**src/hw/rtl/rs3_ram.sv**
```systemverilog
// ---------------------------------------------------------------------------
// rs3_ram
// Generic simple dual-port RAM, one write and one registered read port.
// ---------------------------------------------------------------------------
module rs3_ram #(
    parameter int WIDTH = 8,
    parameter int DEPTH = 16
) (
    input  logic                     i_clk,
    input  logic                     i_wr_en,
    input  logic [$clog2(DEPTH)-1:0] i_wr_addr,
    input  logic [WIDTH-1:0]         i_wr_data,
    input  logic                     i_rd_en,
    input  logic [$clog2(DEPTH)-1:0] i_rd_addr,
    output logic [WIDTH-1:0]         o_rd_data
);

    logic [WIDTH-1:0] r_mem [DEPTH];
    logic [WIDTH-1:0] r_rd_data;

    always_ff @(posedge i_clk) begin
        if (i_wr_en) begin
            r_mem[i_wr_addr] <= i_wr_data;
        end
        if (i_rd_en) begin
            r_rd_data <= r_mem[i_rd_addr];
        end
    end

    assign o_rd_data = r_rd_data;

endmodule

```
**config.mk**
```make
export PLATFORM = sky130hd
export DESIGN_NAME = rs3_ram
export DESIGN_NICKNAME = d
export VERILOG_FILES = /design/src/hw/rtl/rs3_ram.sv
export SDC_FILE = /design/constraint.sdc
export NUM_CORES = 1
export LEC_CHECK = 0
export BUFFER_PORTS_ARGS = -buffer_cell sky130_fd_sc_hd__clkbuf_2
export CAP_MARGIN = 30
export CORE_AREA = 2 2 102 104
export CTS_BUF_LIST = sky130_fd_sc_hd__clkbuf_16
export CTS_CLUSTER_DIAMETER = 80
export DETAILED_ROUTE_END_ITERATION = 8
export DIE_AREA = 0 0 104 106
export PLACE_DENSITY = 0.73
export SLEW_MARGIN = 20
export SYNTH_ARGS = -nofsm -noshare
export SYNTH_HDL_FRONTEND = slang
export SYNTH_SLANG_ARGS = --single-unit
```
**constraint.sdc**
```tcl
create_clock -name i_clk -period 1.68 [get_ports i_clk]
set_input_delay 0.168 -clock i_clk [delete_from_list [all_inputs] [get_ports i_clk]]
set_output_delay 0.168 -clock i_clk [all_outputs]
set_load 0.05 [all_outputs]
```
==> results.md <==
Placement:
- The placer congestion estimate is 0.7583.
- After legalization and detailed placement, the total HPWL measured 6.000 mm.
- Before CTS, the worst setup slack after placement is -29.70 ps.
- Input and output buffers added on the ports amount to 26.

Finish:
- Summing all multi-input logic gate instances after layout gives 0.001057 mm2.
- The sequential cell area in the final layout is 0.004084 mm2.
- The antenna diode count is 0.
- The number of filler cells placed in the layout is 715.
- The ratio of cells with drive above 1 in the final layout is 0.3366.
- Relative to the synthesized area, the layout overhead comes to 19.17%.
- The fraction of the core area covered by cells at the end of the flow is 0.6230.
- The final layout contains 309 nets.

Worst setup path:
- The setup slack on the worst flop-to-flop path is 190 ps.
- The arrival time of the worst setup path is 1640 ps.
- The setup path with the least slack is of type flop to flop.
- In this run the critical register-to-register path is launched from r_mem[1][3].
- STA classifies the critical path startpoint as a flop.
- In this run the critical register-to-register path is captured at o_rd_data[3].
- STA puts the critical path data required time at 1830 ps.
- The timing startpoint of the critical path is r_mem[1][3].
- Along the worst path, the maximum fanout reaches 1.
- The number of cells on the worst reg-to-reg path is 3.
- STA classifies the critical path endpoint as a flop.

Floorplanning:
- In this run the core area contains 37 standard-cell rows.
- The die extent in x is 104 um.
- The die is 106 um tall.
- The initial cell density of the core is 0.5228.
- The area enclosed by the die boundary is 0.01102 mm2.
- The total core area is 0.01000 mm2.
- 27 I/O pins were placed.

STA:
- The worst hold slack is 135.3 ps.
- In the finished design, the share of the clock period the worst path needs comes to 0.8877.
- The number of pins exceeding their max-slew limit in the final report came to 0.
- Adding up every negative setup slack in the final design gives 0 ps.
- The final worst setup slack is 188.7 ps.
- The clock skew after layout is 4.093 ps.
- For the pin with the worst max-slew slack, the measured transition is 488.6 ps.
- The final number of setup-violating endpoints is 0.
- Setup repair after global routing left no endpoint under its margin.
- The number of failing hold endpoints at the final stage is 0.
- The relative slew slack is 0.6736.
- The post-layout minimum cycle time is 1491 ps.
- The upper clock frequency limit is 0.6706 GHz.

GRT:
- The pin count of the biggest net entering global routing is 33.
- The wire length of the first global-routing pass is 14.82 mm.
- The total overflow left after global routing is 0.
- The number of global-route vias before repair is 2,524.
- In the global route stage, overall resource usage came out at 0.1901.
- The number of antenna violations at the first check in global routing came to 0.

Pwr:
- The static leakage is 2.127 nW.
- The power density over the cells is 1229 mW/mm2.
- The overall power after layout is 7.653 mW.
- Across the VDD grid, the largest voltage drop is 0.6830 mV.

Routing:
- The overall via count from detail_route is 2,474.
- After detailed routing, the number of remaining DRC violations is 0.
- The number of DRC violations after detailed-routing iteration 0 is 162.
- In this run the remaining antenna-violating nets after routing total 0.
- The first TritonRoute pass finished after 4 iterations.
- After detailed routing, the total wire length is 9.426 mm.
- The average wire length per cell after detail routing is 21.47 um.
- In the routed layout, each cell is associated on average with a via count of 5.636.

Synth:
- The synthesized netlist occupies a cell area of 0.005228 mm2.
- Counting flops and latches in the post-synthesis netlist gives 136.
- Synthesis instantiated 18 different standard cells from the library.
- Dividing the synthesized area by the synthesized cell count gives 22.83 um2.
- Synthesis handed over a netlist of 229 instances.
- For this run, the register share of the synthesized area comes to 0.7812.
- During synthesis, Yosys emitted a total of 0 warnings.
- The number of nets handed over by synthesis was 248.

Run:
- Max-cap violations in this run came to 0.

CTS:
- The tree is rooted in a sky130_fd_sc_hd__clkbuf_16.
- For this design, the CTS-stage hold fixing added 0 buffers.
- The clock tree from TritonCTS is yes.
- The clock insertion delay at the later pin of the skew report is 410 ps.
- After clock tree synthesis, the clock-pin slew on the worst setup and hold paths is 60 ps.
- Counting every sink on the clock net gives 136.
- Counting the buffers created by CTS gives 17.
- The H-tree was split into 4 levels.
- Post-CTS timing repair inserted 0 buffers for setup.
- Once the clock tree was built, the resizer swapped 0 gates to a different size.
- The longest clock path from root to sink contains 2 buffers.

Worst hold path:
- The end of the worst hold path is o_rd_data[4].
- In this run the most critical hold path is launched from i_rd_en.
- The worst hold path belongs to the class input pin to flop.
- Counting instances, the worst hold path has a depth of 1.

Outcome:
- The flow ran to the end, and the final reports show no timing, DRC or antenna violations.
[how the worst max path moves through the flow]
stage / end / slack, ps / cells after the start
floorplan: r_mem[0][0] / 20 / 2
global placement: o_rd_data[2] / -10 / 5
detailed placement: o_rd_data[2] / -30 / 5
CTS: o_rd_data[3] / 170 / 3
global route: o_rd_data[4] / 100 / 3
finish: o_rd_data[3] / 190 / 3
[registers in the layout, summed over array words and instances (netlist names)]
signal / flops
r_mem: 128
o_rd_data: 8
[per-stage QoR]
| stage | area (um2) | cells |
|---|---|---|
| after global placement | 5674 | 407 |
| after floorplan | 5228 | 229 |
| final | 6230 | 439 |
| after detailed placement | 5674 | 407 |
| after global routing | 6230 | 439 |
| after CTS | 6230 | 439 |
[kinds of logic after synthesis]
group,synth area share
simple gates,0.03136
flops,0.7812
buf+inv,0.01651
compound gates,0.02298
mux,0.1479
[critical path, stage by stage, from the launching register on]
cell,delay [ps]
sky130_fd_sc_hd__edfxtp_1,390
sky130_fd_sc_hd__mux4_1,520
sky130_fd_sc_hd__a22oi_1,230
sky130_fd_sc_hd__nand2_1,100
[layout make-up]
| type | instances | area share |
|---|---|---|
| Multi-Input combinational cell | 83 | 0.1697 |
| Sequential cell | 136 | 0.6556 |
| Timing Repair Buffer | 52 | 0.05824 |
| Clock inverter | 15 | 0.02089 |
| Clock buffer | 17 | 0.06829 |
| Tap cell | 136 | 0.02731 |
[cell usage after synthesis (all sizes together)]
master | instances | area, um2
a22oi | 16 | 120.1
and2 | 1 | 6.260
and2b | 1 | 7.510
buf | 7 | 56.30
clkdlybuf4s25 | 3 | 30.03
edfxtp | 136 | 4084
mux4 | 32 | 773.2
nand2 | 9 | 33.78
nand2b | 2 | 12.51
nand3 | 1 | 5.000
nand3b | 2 | 15.01
nor2 | 13 | 48.80
nor2b | 1 | 6.260
nor3 | 4 | 20.02
or3b | 1 | 8.760
[report_power, final]
part	switching, mW	internal, mW
sequential	0.0191	3.82
combinational	0.250	0.160
clock	1.37	2.03
total	1.64	6.02
[cell usage in the layout, fill, tap and decap left out, types with 3 or more instances in the layout]
master                       count
sky130_fd_sc_hd__edfxtp_1      136
sky130_fd_sc_hd__clkbuf_2       26
sky130_fd_sc_hd__buf_4          23
sky130_fd_sc_hd__mux4_2         18
sky130_fd_sc_hd__clkbuf_16      17
sky130_fd_sc_hd__a22oi_1        16
sky130_fd_sc_hd__mux4_1         14
sky130_fd_sc_hd__nor2_1         13
sky130_fd_sc_hd__nand2_1         9
sky130_fd_sc_hd__clkinvlp_4      5
sky130_fd_sc_hd__nor3_1          4
sky130_fd_sc_hd__clkinv_2        3
sky130_fd_sc_hd__inv_6           3
sky130_fd_sc_hd__buf_12          3
[routing by layer]
layer / vias to the layer above / part of all wire / track usage / routed length [um]
met2: 96 / 0.50 / 0.2965 / 4686
li1: 1107 / - / - / -
met3: 11 / 0.054 / 0.05028 / 506
met5: - / 0 / 0 / 0
met4: 0 / 0.015 / 0.06853 / 139
met1: 1260 / 0.43 / 0.2635 / 4093
(Power assumes the default switching activity.)
