**config.mk**
```make
export PLATFORM = sky130hd
export DESIGN_NAME = rs3_emit
export DESIGN_NICKNAME = d
export VERILOG_FILES = /design/src/hw/rtl/rs3_pkg.sv /design/src/hw/rtl/rs3_emit.sv
export SDC_FILE = /design/constraint.sdc
export NUM_CORES = 1
export LEC_CHECK = 0
export ABC_CLOCK_PERIOD_IN_PS = 17000
export BUFFER_PORTS_ARGS = -buffer_cell sky130_fd_sc_hd__buf_2
export CORE_UTILIZATION = 62
export DETAILED_ROUTE_END_ITERATION = 6
export PLACE_DENSITY = 0.78
export SETUP_SLACK_MARGIN = 0.4
export SLEW_MARGIN = 15
export SYNTH_ARGS = -nofsm -noshare
export SYNTH_HDL_FRONTEND = slang
export SYNTH_SLANG_ARGS = --single-unit
```
**constraint.sdc**
```tcl
create_clock -name i_clk -period 17 [get_ports i_clk]
set_input_delay 0.85 -clock i_clk [delete_from_list [all_inputs] [get_ports i_clk]]
set_output_delay 0.85 -clock i_clk [all_outputs]
set_load 0.02 [all_outputs]
```
**src/hw/rtl/rs3_pkg.sv**
```systemverilog
// ---------------------------------------------------------------------------
// rs3_pkg
// Shared sizes, register indexes and types of the RGB 3x3 sharpening unit.
// ---------------------------------------------------------------------------
package rs3_pkg;

    localparam int MAX_WIDTH  = 1024;
    localparam int MAX_HEIGHT = 1024;

    localparam int COL_W      = $clog2(MAX_WIDTH);
    localparam int ROW_W      = $clog2(MAX_HEIGHT);

    localparam int CH_W       = 8;
    localparam int PIX_W      = 3 * CH_W;

    localparam int CFG_IDX_W  = 4;
    localparam int CFG_DATA_W = 11;

    localparam logic [CFG_IDX_W-1:0] CFG_FRAME_WIDTH  = CFG_IDX_W'(0);
    localparam logic [CFG_IDX_W-1:0] CFG_FRAME_HEIGHT = CFG_IDX_W'(1);

    localparam int FRAME_WIDTH_RST  = 640;
    localparam int FRAME_HEIGHT_RST = 480;

    localparam logic [COL_W-1:0] LAST_COL_RST =
        COL_W'((FRAME_WIDTH_RST > MAX_WIDTH ? MAX_WIDTH : FRAME_WIDTH_RST) - 1);
    localparam logic [ROW_W-1:0] LAST_ROW_RST =
        ROW_W'((FRAME_HEIGHT_RST > MAX_HEIGHT ? MAX_HEIGHT : FRAME_HEIGHT_RST) - 1);

    // Pixel: red [7:0], green [15:8], blue [23:16]
    typedef logic [PIX_W-1:0] t_pix;

    // One window column: [0] two rows up, [1] row above, [2] current row
    typedef logic [2:0][PIX_W-1:0] t_column;

    typedef struct packed {
        logic any;      // at least one centre released
        logic top;      // upper centre sits on row 0
        logic bot;      // current row is the last one
        logic ledge;    // left centre sits on column 0
        logic right;    // current column is the last one
    } t_item_flags;

endpackage

```
**src/hw/rtl/rs3_emit.sv**
```systemverilog
// ---------------------------------------------------------------------------
// rs3_emit
// 3x3 window, centre sequencer, kernel arithmetic and output register.
// ---------------------------------------------------------------------------
module rs3_emit import rs3_pkg::*; (
    input  logic        i_clk,
    input  logic        i_rst_n,
    input  logic        i_load,
    input  t_column     i_column,
    input  t_item_flags i_flags,
    output logic        o_free,
    output logic        o_m_tvalid,
    input  logic        i_m_tready,
    output logic [23:0] o_m_tdata,   // red [7:0], green [15:8], blue [23:16]
    output logic        o_m_tlast,
    output logic        o_m_tuser    // frame end
);

    t_column     r_win [3];
    t_item_flags r_flags;
    logic        r_valid;
    logic        r_rsel;
    logic        r_csel;
    logic        r_out_valid;
    t_pix        r_out_data;
    logic        r_out_last;
    logic        r_out_frame;

    logic        emit, last, has_next_col, has_next_row;
    t_column     col_l, col_m, col_r, g_l, g_m, g_r;
    t_pix        n_out_data;

    function automatic t_column pick_rows(input t_column col, input logic rsel,
                                          input logic top);
        t_column g;
        if (!rsel) begin
            g[0] = top ? col[1] : col[0];
            g[1] = col[1];
            g[2] = col[2];
        end else begin
            g[0] = col[1];
            g[1] = col[2];
            g[2] = col[2];
        end
        return g;
    endfunction

    function automatic logic [CH_W-1:0] sharpen(
        input logic [CH_W-1:0] m,
        input logic [CH_W-1:0] e0, input logic [CH_W-1:0] e1,
        input logic [CH_W-1:0] e2, input logic [CH_W-1:0] e3,
        input logic [CH_W-1:0] c0, input logic [CH_W-1:0] c1,
        input logic [CH_W-1:0] c2, input logic [CH_W-1:0] c3);
        logic        [CH_W+1:0] edges;
        logic        [CH_W+1:0] corners;
        logic        [CH_W+3:0] neg;
        logic signed [CH_W+4:0] s;
        logic        [CH_W-1:0] q;
        edges   = {2'b00, e0} + {2'b00, e1} + {2'b00, e2} + {2'b00, e3};
        corners = {2'b00, c0} + {2'b00, c1} + {2'b00, c2} + {2'b00, c3};
        neg     = {2'b00, corners} + {1'b0, edges, 1'b0};
        s       = $signed({1'b0, m, 4'b0000}) - $signed({1'b0, neg});
        if (s[CH_W+4]) begin
            q = '0;
        end else if (|s[CH_W+3:CH_W+2]) begin
            q = '1;
        end else begin
            q = s[CH_W+1:2];
        end
        return q;
    endfunction

    assign emit         = r_valid && (!r_out_valid || i_m_tready);
    assign has_next_col = !r_csel && r_flags.right;
    assign has_next_row = !r_rsel && r_flags.bot;
    assign last         = !has_next_col && !has_next_row;
    assign o_free       = !r_valid || (emit && last);

    always_comb begin
        if (!r_csel) begin
            col_l = r_flags.ledge ? r_win[1] : r_win[0];
            col_m = r_win[1];
            col_r = r_win[2];
        end else begin
            col_l = r_win[1];
            col_m = r_win[2];
            col_r = r_win[2];
        end
        g_l = pick_rows(col_l, r_rsel, r_flags.top);
        g_m = pick_rows(col_m, r_rsel, r_flags.top);
        g_r = pick_rows(col_r, r_rsel, r_flags.top);
        for (int k = 0; k < 3; k++) begin
            n_out_data[k*CH_W +: CH_W] = sharpen(
                g_m[1][k*CH_W +: CH_W],
                g_m[0][k*CH_W +: CH_W], g_m[2][k*CH_W +: CH_W],
                g_l[1][k*CH_W +: CH_W], g_r[1][k*CH_W +: CH_W],
                g_l[0][k*CH_W +: CH_W], g_l[2][k*CH_W +: CH_W],
                g_r[0][k*CH_W +: CH_W], g_r[2][k*CH_W +: CH_W]);
        end
    end

    always_ff @(posedge i_clk) begin
        if (!i_rst_n) begin
            r_valid     <= 1'b0;
            r_rsel      <= 1'b0;
            r_csel      <= 1'b0;
            r_out_valid <= 1'b0;
        end else begin
            if (i_load) begin
                r_valid <= i_flags.any;
                r_rsel  <= 1'b0;
                r_csel  <= 1'b0;
            end else if (emit) begin
                if (last) begin
                    r_valid <= 1'b0;
                end else if (has_next_col) begin
                    r_csel <= 1'b1;
                end else begin
                    r_rsel <= 1'b1;
                    r_csel <= 1'b0;
                end
            end
            if (emit) begin
                r_out_valid <= 1'b1;
            end else if (i_m_tready) begin
                r_out_valid <= 1'b0;
            end
        end
    end

    always_ff @(posedge i_clk) begin
        if (i_load) begin
            r_win[0] <= r_win[1];
            r_win[1] <= r_win[2];
            r_win[2] <= i_column;
            r_flags  <= i_flags;
        end
        if (emit) begin
            r_out_data  <= n_out_data;
            r_out_last  <= last;
            r_out_frame <= r_rsel && r_csel;
        end
    end

    assign o_m_tvalid = r_out_valid;
    assign o_m_tdata  = r_out_data;
    assign o_m_tlast  = r_out_last;
    assign o_m_tuser  = r_out_frame;

endmodule

```
==> results.md <==
* Syn Inst Count at 1387
* Seq/Total Area, Yosys at 0.449
* Worst skew pair latency at 0.54 ns
* Row Count at 59
* Vias/cell at 5.65
* Final setup vio count at 0
* Critical Path RT at 17.41 ns
* N_diodes at 0
* Worst EP arrival at 8.29 ns
* Kind of critical path: reg -> reg
* DIE WIDTH at 166 um
* Mean post-synth cell area at 12.0 um^2
* H-tree depth at 1
* Flop-to-flop setup slack at 9.11 ns
* Worst slew pin tran at 1.05 ns
* FMAX at 0.127 GHz
* CTS resizes at 0
* Synthesized area at 16600 um^2
* Status: finished, violations left
* Initial Util at 0.635
* Synth warnings at 0
* Ratio of final minimum period to clock period at 0.464
* Min-delay worst type: reg -> reg
* Slew Limit Headroom at 0.297
* CTS tree: built
* Sequential Area at 7470 um^2
* Share of cells above drive strength 1 at 0.157
* DR DRC count at 16
* CTS sink cnt at 250
* Endpoints failing hold at 0
* Post-layout net count at 1790
* Wire per inst at 17.8 um
* Failing checks: design-rule violations
* Die area at 27500 um^2
* Multi-input gate area at 8270 um^2
* Worst-path clk slew at 0.07 ns
* I/O pins at 109
* Synth unique cells at 38
* CP Max Fanout at 51
* Total core area at 26200 um^2
* Inst Count DP at 1793
* Total CTS buffers at 27
* Pin count of the biggest net entering global routing at 86
* DRT Pass-1 Iters at 7
* Filler Cell Count at 1785
* Drt total wl at 32700 um
* Routed Antenna Nets at 0
* Total GRT Usage at 0.247
* Non-filler instance count after layout at 1842
* Area delta synth->final at 11.2%
* Antenna violations before repair at 0
* Startpoint types: flip-flop
* Cts hold-fix bufs at 0
* Clock root buffer: clkbuf_16
* DP HPWL at 23400 um
* Tmin final at 7.89 ns
* Vias in the first global route at 10897
* Max-cap viol count at 0
* GP Congestion at 0.879
* I/O Buffers at 108
* Clock Tree Buf Depth at 3
* Die Y at 166 um
* TNS Setup at 0 ns
* Routed via count at 10416
* Number of enable flip-flop cells after synthesis at 246
* Max-slew violations at 0
* 1st-iter DRT viols at 867
* FF+latch count, synth at 250
* Post-CTS setup buffers at 0
* Gr ovfl total at 0
* Synth Flop Type: edfxtp_1
* Ys async rst share at 0
* Unrepaired setup endpoints after global routing: no
* Syn Nets at 1690
* Critical Path Sink Type: flip-flop
* Clock skew at 0.0198 ns
* First-pass GRT wire length at 54300 um
[synth_stat cells (all sizes together) (27+ instances only)]
| library cell | instances | area (um^2) |
|---|---|---|
| mux2 | 54 | 608 |
| xnor2 | 27 | 259 |
| mux2i | 108 | 1080 |
| o21ai | 64 | 320 |
| ha | 93 | 1160 |
| nand2 | 152 | 571 |
| inv | 193 | 724 |
| o31a | 27 | 236 |
| fa | 129 | 2580 |
| nor2 | 52 | 195 |
| edfxtp | 246 | 7390 |
| a21oi | 88 | 440 |
[cells in the final DEF (no fill, tap or decap), types with 9 or more instances in the layout]
cell       Yosys  final
nand2_1      152    152
o31a_1        27     27
buf_4          1      9
a211oi_1      15     15
xnor2_1       24     24
edfxtp_1     246    246
inv_1        193    193
nor2b_1       14     13
mux2i_1      108    108
o21ai_0       64     64
a21o_1         9      9
buf_2         16    107
ha_1          93     93
fa_1         129    129
nor2_1        52     50
xor2_1        12     12
mux2_2        54     54
a21oi_1       88     88
clkbuf_16      0     27
[registers in the layout, summed over array words and instances, names as in the netlist]
signal / cells
o_m_tdata: 24
r_valid: 1
o_m_tuser: 1
r_rsel: 1
r_flags: 4
r_win: 216
r_csel: 1
o_m_tlast: 1
o_m_tvalid: 1
[per-stage QoR]
stage / utilization / worst slack, ns / cell area, um^2 / hold slack (ns)
floorplan: - / 10.03 / 16600 / 0.426
global placement: 0.668 / 9.41 / 17500 / 0.427
detailed placement: 0.668 / 9.22 / 17500 / 0.432
CTS: 0.705 / 9.17 / 18500 / 0.448
global route: 0.705 / 8.64 / 18500 / 0.456
finish: 0.705 / 9.11 / 18500 / 0.450
[cells by family (layout without fill, tap and decap cells)]
family / Yosys count / in the layout / synth area share
AND/OR/NAND/NOR: 246 / 246 / 0.0609
multiplexers: 162 / 162 / 0.102
XOR/XNOR: 39 / 39 / 0.0219
adder cells (fa/ha/maj): 222 / 222 / 0.225
buffers and inverters: 239 / 359 / 0.0554
AO/OA/AOI/OAI: 229 / 229 / 0.0861
flip-flops: 250 / 250 / 0.449
[metal layers]
metal	GRT usage	vias to the layer above	wire [um]
met3	0.0317	49	1300
met2	0.431	221	16400
met5	0	-	0
met4	0.0666	0	784
met1	0.327	5139	14200
li1	-	5007	-
[final cells by class]
type,count,area share
clock buffers,32,0.0381
clock inverters,17,0.0152
inverters,193,0.0392
multi-input cells,898,0.447
flip-flops and latches,250,0.404
well taps,335,0.0227
repair buffers,117,0.0334
[path summary, 6_finish.rpt]
kind         cells after the start                         end              startpoint
min                              0       r_win[0][4]$_DFFE_PP_  r_win[0][76]$_DFFE_PP_
min reg2reg                      0       r_win[0][4]$_DFFE_PP_  r_win[0][76]$_DFFE_PP_
max                             26  o_m_tdata[5]$_SDFFCE_PP0P_    r_flags[1]$_DFFE_PP_
max reg2reg                     26  o_m_tdata[5]$_SDFFCE_PP0P_    r_flags[1]$_DFFE_PP_
[critical path: stages, from the launching register on]
cell and delay, ns:
edfxtp_1 0.57, nor2_4 0.16, buf_4 0.62, mux2_2 0.43, nand2_1 0.07, o21ai_0 0.12
fa_1 0.54, inv_1 0.05, fa_1 0.47, inv_1 0.04, ha_1 0.21, fa_1 0.47
a21o_1 0.21, a21oi_1 0.22, xnor2_1 0.11, fa_1 0.49, inv_1 0.06, fa_1 0.48
fa_1 0.49, inv_1 0.04, ha_1 0.32, o211ai_1 0.10, a21oi_1 0.06, a211oi_1 0.44
o21ai_0 0.22, xor2_1 0.50, o31a_1 0.23
Power is not shown: default switching activity piles up to over one toggle a cycle in this logic, so the estimate is an artifact.
