[config.mk]
export PLATFORM = sky130hd
export DESIGN_NAME = rs3_ctrl
export DESIGN_NICKNAME = d
export VERILOG_FILES = /design/src/hw/rtl/rs3_pkg.sv /design/src/hw/rtl/rs3_ctrl.sv
export SDC_FILE = /design/constraint.sdc
export NUM_CORES = 1
export LEC_CHECK = 0
export BUFFER_PORTS_ARGS = -buffer_cell sky130_fd_sc_hd__buf_2
export CORE_ASPECT_RATIO = 1.1
export CORE_UTILIZATION = 53
export DETAILED_ROUTE_END_ITERATION = 10
export GPL_TIMING_DRIVEN = 0
export PLACE_DENSITY = 0.8
export SYNTH_ARGS = -nofsm -noshare
export SYNTH_HDL_FRONTEND = slang
export SYNTH_SLANG_ARGS = --single-unit
[constraint.sdc]
create_clock -name i_clk -period 2.05 [get_ports i_clk]
set_input_delay 0.3075 -clock i_clk [delete_from_list [all_inputs] [get_ports i_clk]]
set_output_delay 0.3075 -clock i_clk [all_outputs]
set_load 0.02 [all_outputs]
[src/hw/rtl/rs3_pkg.sv]
// ---------------------------------------------------------------------------
// rs3_pkg
// Shared sizes, register indexes and types of the RGB 3x3 sharpening unit.
// ---------------------------------------------------------------------------
package rs3_pkg;

    localparam int MAX_WIDTH  = 1024;
    localparam int MAX_HEIGHT = 1024;

    localparam int COL_W      = $clog2(MAX_WIDTH);
    localparam int ROW_W      = $clog2(MAX_HEIGHT);

    localparam int CH_W       = 8;
    localparam int PIX_W      = 3 * CH_W;

    localparam int CFG_IDX_W  = 4;
    localparam int CFG_DATA_W = 11;

    localparam logic [CFG_IDX_W-1:0] CFG_FRAME_WIDTH  = CFG_IDX_W'(0);
    localparam logic [CFG_IDX_W-1:0] CFG_FRAME_HEIGHT = CFG_IDX_W'(1);

    localparam int FRAME_WIDTH_RST  = 640;
    localparam int FRAME_HEIGHT_RST = 480;

    localparam logic [COL_W-1:0] LAST_COL_RST =
        COL_W'((FRAME_WIDTH_RST > MAX_WIDTH ? MAX_WIDTH : FRAME_WIDTH_RST) - 1);
    localparam logic [ROW_W-1:0] LAST_ROW_RST =
        ROW_W'((FRAME_HEIGHT_RST > MAX_HEIGHT ? MAX_HEIGHT : FRAME_HEIGHT_RST) - 1);

    // Pixel: red [7:0], green [15:8], blue [23:16]
    typedef logic [PIX_W-1:0] t_pix;

    // One window column: [0] two rows up, [1] row above, [2] current row
    typedef logic [2:0][PIX_W-1:0] t_column;

    typedef struct packed {
        logic any;      // at least one centre released
        logic top;      // upper centre sits on row 0
        logic bot;      // current row is the last one
        logic ledge;    // left centre sits on column 0
        logic right;    // current column is the last one
    } t_item_flags;

endpackage

[src/hw/rtl/rs3_ctrl.sv]
// ---------------------------------------------------------------------------
// rs3_ctrl
// Frame size registers, raster position counters and border flags.
// ---------------------------------------------------------------------------
module rs3_ctrl import rs3_pkg::*; (
    input  logic                  i_clk,
    input  logic                  i_rst_n,
    input  logic                  i_cfg_wr,
    input  logic [CFG_IDX_W-1:0]  i_cfg_index,
    input  logic [CFG_DATA_W-1:0] i_cfg_data,
    input  logic                  i_advance,
    output logic [COL_W-1:0]      o_col,
    output t_item_flags           o_flags
);

    logic [COL_W-1:0] r_last_col, n_last_col, cfg_last_col;
    logic [ROW_W-1:0] r_last_row, n_last_row, cfg_last_row;
    logic [COL_W-1:0] r_col, n_col;
    logic [ROW_W-1:0] r_row, n_row;

    // Size saturated to 2..MAX, kept as last index
    always_comb begin
        if (i_cfg_data < CFG_DATA_W'(2)) begin
            cfg_last_col = COL_W'(1);
        end else if (int'(i_cfg_data) > MAX_WIDTH) begin
            cfg_last_col = COL_W'(MAX_WIDTH - 1);
        end else begin
            cfg_last_col = COL_W'(i_cfg_data - CFG_DATA_W'(1));
        end
        if (i_cfg_data < CFG_DATA_W'(2)) begin
            cfg_last_row = ROW_W'(1);
        end else if (int'(i_cfg_data) > MAX_HEIGHT) begin
            cfg_last_row = ROW_W'(MAX_HEIGHT - 1);
        end else begin
            cfg_last_row = ROW_W'(i_cfg_data - CFG_DATA_W'(1));
        end
    end

    always_comb begin
        n_last_col = r_last_col;
        n_last_row = r_last_row;
        n_col      = r_col;
        n_row      = r_row;
        if (i_cfg_wr && (i_cfg_index == CFG_FRAME_WIDTH)) begin
            n_last_col = cfg_last_col;
            n_col      = '0;
            n_row      = '0;
        end else if (i_cfg_wr && (i_cfg_index == CFG_FRAME_HEIGHT)) begin
            n_last_row = cfg_last_row;
            n_col      = '0;
            n_row      = '0;
        end else if (i_advance) begin
            if (r_col == r_last_col) begin
                n_col = '0;
                n_row = (r_row == r_last_row) ? '0 : r_row + ROW_W'(1);
            end else begin
                n_col = r_col + COL_W'(1);
            end
        end
    end

    always_ff @(posedge i_clk) begin
        if (!i_rst_n) begin
            r_last_col <= LAST_COL_RST;
            r_last_row <= LAST_ROW_RST;
            r_col      <= '0;
            r_row      <= '0;
        end else begin
            r_last_col <= n_last_col;
            r_last_row <= n_last_row;
            r_col      <= n_col;
            r_row      <= n_row;
        end
    end

    assign o_col         = r_col;
    assign o_flags.any   = (r_row != '0) && (r_col != '0);
    assign o_flags.top   = (r_row == ROW_W'(1));
    assign o_flags.bot   = (r_row == r_last_row);
    assign o_flags.ledge = (r_col == COL_W'(1));
    assign o_flags.right = (r_col == r_last_col);

endmodule

==> run_results.csv, run 1 <==
group,metric,value,unit
drt,wire_per_inst,14.8,um
synthesis,synthSimpleGateAreaFrac,0.271,
setup_path,crit_type,"register to output port",
power_and_ir_drop,powerDensity,629,nW/um^2
placed_design,pre_cts_slack,-0.0968,ns
placed_design,io_buffers,32,
layout,final_common_cell,"buf_2",
sta,slew_viol_final,0,
synthesis,netlist_instances,270,
drt,ant_nets,0,
placed_design,place_congestion,0.851,
sta,min_period,2.00,ns
sta,fin_ws,0.0476,ns
power_and_ir_drop,vdd_ir_drop_max,0.000396,V
sta,maxSlewHeadroom,0.545,
power_and_ir_drop,leakagePower,1.17,nW
sta,fmax,0.499,GHz
synthesis,syn_avg_cell_area,8.46,sq um
clock_network,cts_tree,"done",
synthesis,synth_enable_flop_cells,0,
setup_path,setup.worst_path.end_class,"output port",
worst_hold_path,min_path_type,"input port to register",
setup_path,r2r-start,"o_col[5]$_SDFFE_PP0P_",
job,maxCapViolCount,0,
clock_network,clockBufferDepth,2,
setup_path,reg2reg_slack,0.08,ns
sta,hold_viol,0,
global_routing,grt_pass1_wl,9.05,mm
run_status,status,"finished, final reports clean",
setup_path,crit_fanout,6,
sta,timing.setup.tns,0,ns
setup_path,rr_worst_depth,6,
synthesis,seq_area_frac_synth,0.351,
synthesis,synth.area.mux_share,0.00932,
synthesis,synth_area,2280,sq um
layout,layout_common_cells,"36 x buf_2, 31 x dfxtp_1, 30 x xor2_1",
global_routing,grt_use_total,0.255,
clock_network,numCtsBuffers,5,
synthesis,synth_top_family_by_area,"simple AND/OR/NAND/NOR gates",
synthesis,ys.flop_type,"dfxtp_1",
global_routing,grt_max_degree,13,
placed_design,dp_cells,354,
drt,drc,0,
setup_path,reg2reg_to,"r_row[2]$_SDFFE_PP0P_",
floorplanning,initial_utilization,0.563,
sta,worst_pin_slew,0.677,ns
global_routing,grt_pass1_vias,1963,
global_routing,gr-total-overflow,0,
worst_hold_path,hold_depth,3,
synthesis,ys_warn_count,0,
sta,fin_crit_sh,0.977,
placed_design,dp.final_hpwl,3.98,mm
floorplanning,die_y,70.8,um
global_routing,antenna_found_initial,0,
synthesis,syn_nets,296,
floorplanning,ios,34,
clock_network,clkTransAtPathRegs,0.07,ns
clock_network,cts.sinks,40,
drt,drtPass1Iterations,4,
setup_path,crit_path_top_delay_cell,"dfxtp_1",
clock_network,cts_root_buffer,"clkbuf_8",
setup_path,cpPeakStageDelay,0.46,ns
setup_path,worstPathArrival,1.69,ns
floorplanning,die_w,64.6,um
synthesis,synth_cell_types,49,
worst_hold_path,min-delay-start,"i_cfg_data[0]",
layout,final_cells,363,
drt,wl,5.39,mm
layout,finalNetCount,337,
drt,via_per_inst,5.78,
setup_path,worstPathCellList,"xor2_1 -> nor4_2 -> nand3_1 -> inv_1 -> buf_2",
drt,drtIter0Drc,155,
synthesis,synth-seq-cells,40,
layout,antenna_cells,0,
floorplanning,dieArea,4580,sq um
synthesis,synth_compound_area_frac,0.159,
setup_path,path_buf_inv,2,
sta,clock-skew-final,0.00660,ns
setup_path,critPathLaunchType,"register",
synthesis,synth_xor_area_frac,0.127,
clock_network,htreeDepth,2,
drt,vias,2098,
clock_network,clk_latency,0.29,ns
setup_path,required,1.74,ns
synthesis,synthAdderAreaFrac,0.0384,
synthesis,ys_async_sr_fraction,0,
sta,setup_viol_count_final,0,
floorplanning,coreArea,4050,sq um
layout,drive_above_1_share,0.244,
worst_hold_path,holdPathEnd,"r_last_col[0]$_SDFFE_PN1P_",
setup_path,cp_top_family,"simple AND/OR/NAND/NOR gates",
floorplanning,num_rows,24,
layout,area_delta_synth_final,18.1,%
## per-stage QoR
stage	hold slack [ns]	total power [mW]	utilization	area [sq um]
floorplan	0.464	0.910	-	2280
global placement	0.479	0.962	0.619	2510
detailed placement	0.488	0.965	0.619	2510
CTS	0.370	1.70	0.656	2660
global route	0.370	1.76	0.665	2700
finish	0.367	1.70	0.665	2700
## registers in the layout, indices dropped and copies added, names as in the netlist
signal      cells
r_last_col     10
r_row          10
r_last_row     10
o_col          10
## metal layers
layer / wire, um / GRT usage / up-vias
met4: 83 / 0.0864 / 0
met3: 189 / 0.0484 / 7
li1: - / - / 1042
met2: 2770 / 0.433 / 61
met1: 2350 / 0.322 / 988
met5: 0 / 0 / -
## layout make-up
type / instances / area [sq um]
Fill cell: 351 / 1360
Multi-Input combinational cell: 207 / 1410
Inverter: 13 / 48.8
Sequential cell: 40 / 812
Clock buffer: 5 / 68.8
Tap cell: 52 / 65.1
Buffer: 8 / 46.3
Clock inverter: 2 / 60.1
Timing Repair Buffer: 36 / 190
## report_power, final
group	internal (mW)	total, mW	switching, mW	leakage [nW]
Sequential	0.786	0.800	0.0133	0.328
Combinational	0.0585	0.150	0.0919	0.775
Clock	0.479	0.747	0.268	0.0642
## kinds of logic (layout without fill, tap and decap cells)
kind of cell | Yosys count | count (layout)
compound gates | 49 | 49
xor+xnor | 33 | 33
fa+ha+maj | 7 | 7
buf+inv | 23 | 64
flops | 40 | 40
mux | 2 | 2
simple gates | 116 | 116
## synth_stat cells, types with 5 or more instances
library cell / number / area share
a21oi_1: 9 / 0.020
and3_1: 11 / 0.030
dfxtp_1: 40 / 0.35
ha_1: 7 / 0.038
inv_1: 13 / 0.021
nand2_1: 24 / 0.039
nand3_1: 11 / 0.024
nor2_1: 28 / 0.046
nor3_1: 5 / 0.011
nor4_1: 8 / 0.022
o211ai_1: 5 / 0.016
o21ai_0: 6 / 0.013
xor2_1: 30 / 0.12
## tightest hold or removal path, cell delays in order
cell	delay [ns]
buf_2	0.11
nand2b_1	0.09
o22a_1	0.12
## worst max path at each step
stage,start,end,slack (ns),depth (start not counted)
2_1_floorplan,o_col[3]$_SDFFE_PP0P_,o_flags[0],0.14,4
3_3_place_gp,i_cfg_data[6],r_last_row[4]$_SDFFE_PN1P_,-0.09,7
3_5_place_dp,i_cfg_data[6],r_last_row[4]$_SDFFE_PN1P_,-0.1,7
4_1_cts,r_row[1]$_SDFFE_PP0P_,o_flags[2],0.01,5
5_1_grt,o_col[5]$_SDFFE_PP0P_,r_row[2]$_SDFFE_PP0P_,-0.04,6
6_report,r_row[2]$_SDFFE_PP0P_,o_flags[2],0.05,5
## repair_timing
item                                    4_1_cts  5_1_grt
setup buffers                                 2        2
pin swaps                                     2        1
endpoints found under the setup margin        2        4
hold buffers                                  0        0
resized for setup                             4        9
No activity file was read; power rests on OpenSTA's default activity.
==> run 2, diff against run 1 <==
clock period = 2.2 ns   (was 2.05 ns; I/O delays follow)
==> run 2 against run 1 <==
Compared with the run above: die area stayed put; core utilization is 0.28 points lower; setup slack better by 0.071 ns; clock power fell by 7.1%; final cell count increased by 0.28%; critical path type unchanged; largest power group unchanged.
==> run_results.csv, run 2 (synthesized netlist as in run 1, its figures left out) <==
group,metric,value,unit
global_routing,gr-total-overflow,0,
worst_hold_path,hold_depth,3,
sta,maxSlewHeadroom,0.553,
layout,area_delta_synth_final,17.6,%
setup_path,cp-startpoint,"r_row[2]$_SDFFE_PP0P_",
layout,finalNetCount,338,
setup_path,reg2reg_slack,0.18,ns
drt,drtPass1Iterations,4,
drt,drtIter0Drc,148,
job,maxCapViolCount,0,
layout,layout_common_cells,"37 x dfxtp_1, 36 x buf_2, 30 x xor2_1",
sta,rsz0062_at_grt,"no",
placed_design,io_buffers,32,
power_and_ir_drop,design_power_total,1.58,mW
run_status,status,"finished, final reports clean",
sta,clock-skew-final,0.00664,ns
global_routing,grt_pass1_wl,8.96,mm
setup_path,crit_type,"register to output port",
worst_hold_path,holdPathEnd,"r_last_col[0]$_SDFFE_PN1P_",
setup_path,crit_fanout,6,
drt,via_per_inst,5.76,
sta,min_period,2.08,ns
global_routing,grt_use_total,0.252,
clock_network,hold_buffers,0,
global_routing,grt_pass1_vias,1948,
clock_network,numCtsBuffers,5,
floorplanning,ios,34,
power_and_ir_drop,vdd_ir_drop_max,0.000369,V
clock_network,htreeDepth,2,
global_routing,antenna_found_initial,0,
drt,vias,2096,
placed_design,place_congestion,0.851,
floorplanning,die_w,64.6,um
clock_network,cts_root_buffer,"clkbuf_8",
sta,hold_viol,0,
sta,timing.setup.tns,0,ns
clock_network,clockBufferDepth,2,
worst_hold_path,min-delay-start,"i_cfg_data[0]",
floorplanning,dieArea,4580,sq um
worst_hold_path,min_path_type,"input port to register",
placed_design,pre_cts_slack,0.0307,ns
clock_network,clkTransAtPathRegs,0.07,ns
clock_network,cts_tree,"done",
sta,fmax,0.480,GHz
layout,antenna_cells,0,
clock_network,clk_latency,0.29,ns
layout,drive_above_1_share,0.221,
floorplanning,die_y,70.8,um
power_and_ir_drop,powerDensity,588,nW/um^2
global_routing,grt_max_degree,13,
drt,wire_per_inst,14.7,um
floorplanning,coreArea,4050,sq um
layout,utilization,0.663,
sta,setup_viol_count_final,0,
floorplanning,initial_utilization,0.563,
placed_design,dp.final_hpwl,3.98,mm
setup_path,worstPathArrival,1.75,ns
drt,wl,5.35,mm
clock_network,cts.sinks,40,
setup_path,setup.worst_path.end_class,"output port",
layout,final_common_cell,"dfxtp_1",
setup_path,r2r-start,"o_col[4]$_SDFFE_PP0P_",
floorplanning,num_rows,24,
sta,slew_viol_final,0,
drt,drc,0,
setup_path,required,1.87,ns
drt,ant_nets,0,
power_and_ir_drop,leakagePower,1.17,nW
sta,fin_crit_sh,0.946,
setup_path,reg2reg_to,"r_row[2]$_SDFFE_PP0P_",
setup_path,critPathLaunchType,"register",
setup_path,rr_worst_depth,6,
sta,worst_pin_slew,0.666,ns
sta,fin_ws,0.118,ns
-- run 2: cell count changes in the layout (fill, tap and decap cells not counted) --
cell | before | now
nor4_2 | 3 | 2
nor3_1 | 4 | 5
buf_4 | 5 | 6
nor3_2 | 2 | 1
dfxtp_2 | 9 | 3
dfxtp_1 | 31 | 37
nor4_1 | 6 | 7
-- run 2: how the worst max path moves through the flow --
stage                                       to  slack (ns)  cells after the start
floorplan                           o_flags[0]        0.26                      4
global placement    r_last_row[4]$_SDFFE_PN1P_        0.04                      7
detailed placement  r_last_row[4]$_SDFFE_PN1P_        0.03                      7
CTS                                 o_flags[2]        0.02                      5
global route                        o_flags[2]       0.004                      5
finish                              o_flags[2]        0.12                      5
-- run 2: metrics by stage --
step	instance area (sq um)	instances	hold WS [ns]
finish	2690	364	0.391
global route	2690	364	0.393
CTS	2640	359	0.392
detailed placement	2510	354	0.488
global placement	2510	354	0.479
floorplan	2280	270	0.464
-- run 2: power breakdown --
part,leakage [nW],internal (mW),switching (mW)
Clock,0.0642,0.446,0.248
Combinational,0.778,0.0545,0.0851
Sequential,0.325,0.733,0.0125
-- run 2: area by class of cell --
type                       count  area [sq um]
fill                         357          1370
buffer                         8          46.3
sequential                    40           805
timing repair buffer          37           198
multi-input combinational    207          1400
inverter                      13          48.8
tap                           52          65.1
clock inverter                 2          60.1
clock buffer                   5          68.8
-- run 2: what timing repair did --
item | CTS | global route
resized for setup | 1 | 4
pin swaps | 1 | 3
setup buffers | 0 | 5
endpoints found under the setup margin | 2 | 2
-- run 2: worst max-delay path: stages (launching register included) --
cell and delay [ns]:
dfxtp_1 0.38, xor2_1 0.18, nor4_1 0.35, nand3_1 0.23, inv_1 0.15, buf_2 0.17
-- run 2: layer usage --
layer  up-vias  part of all wire  GRT usage
li1       1046                 -          -
met3        10             0.033     0.0484
met2        54              0.50      0.426
met1       986              0.45      0.320
met4         0             0.017     0.0864
met5         -                 0          0
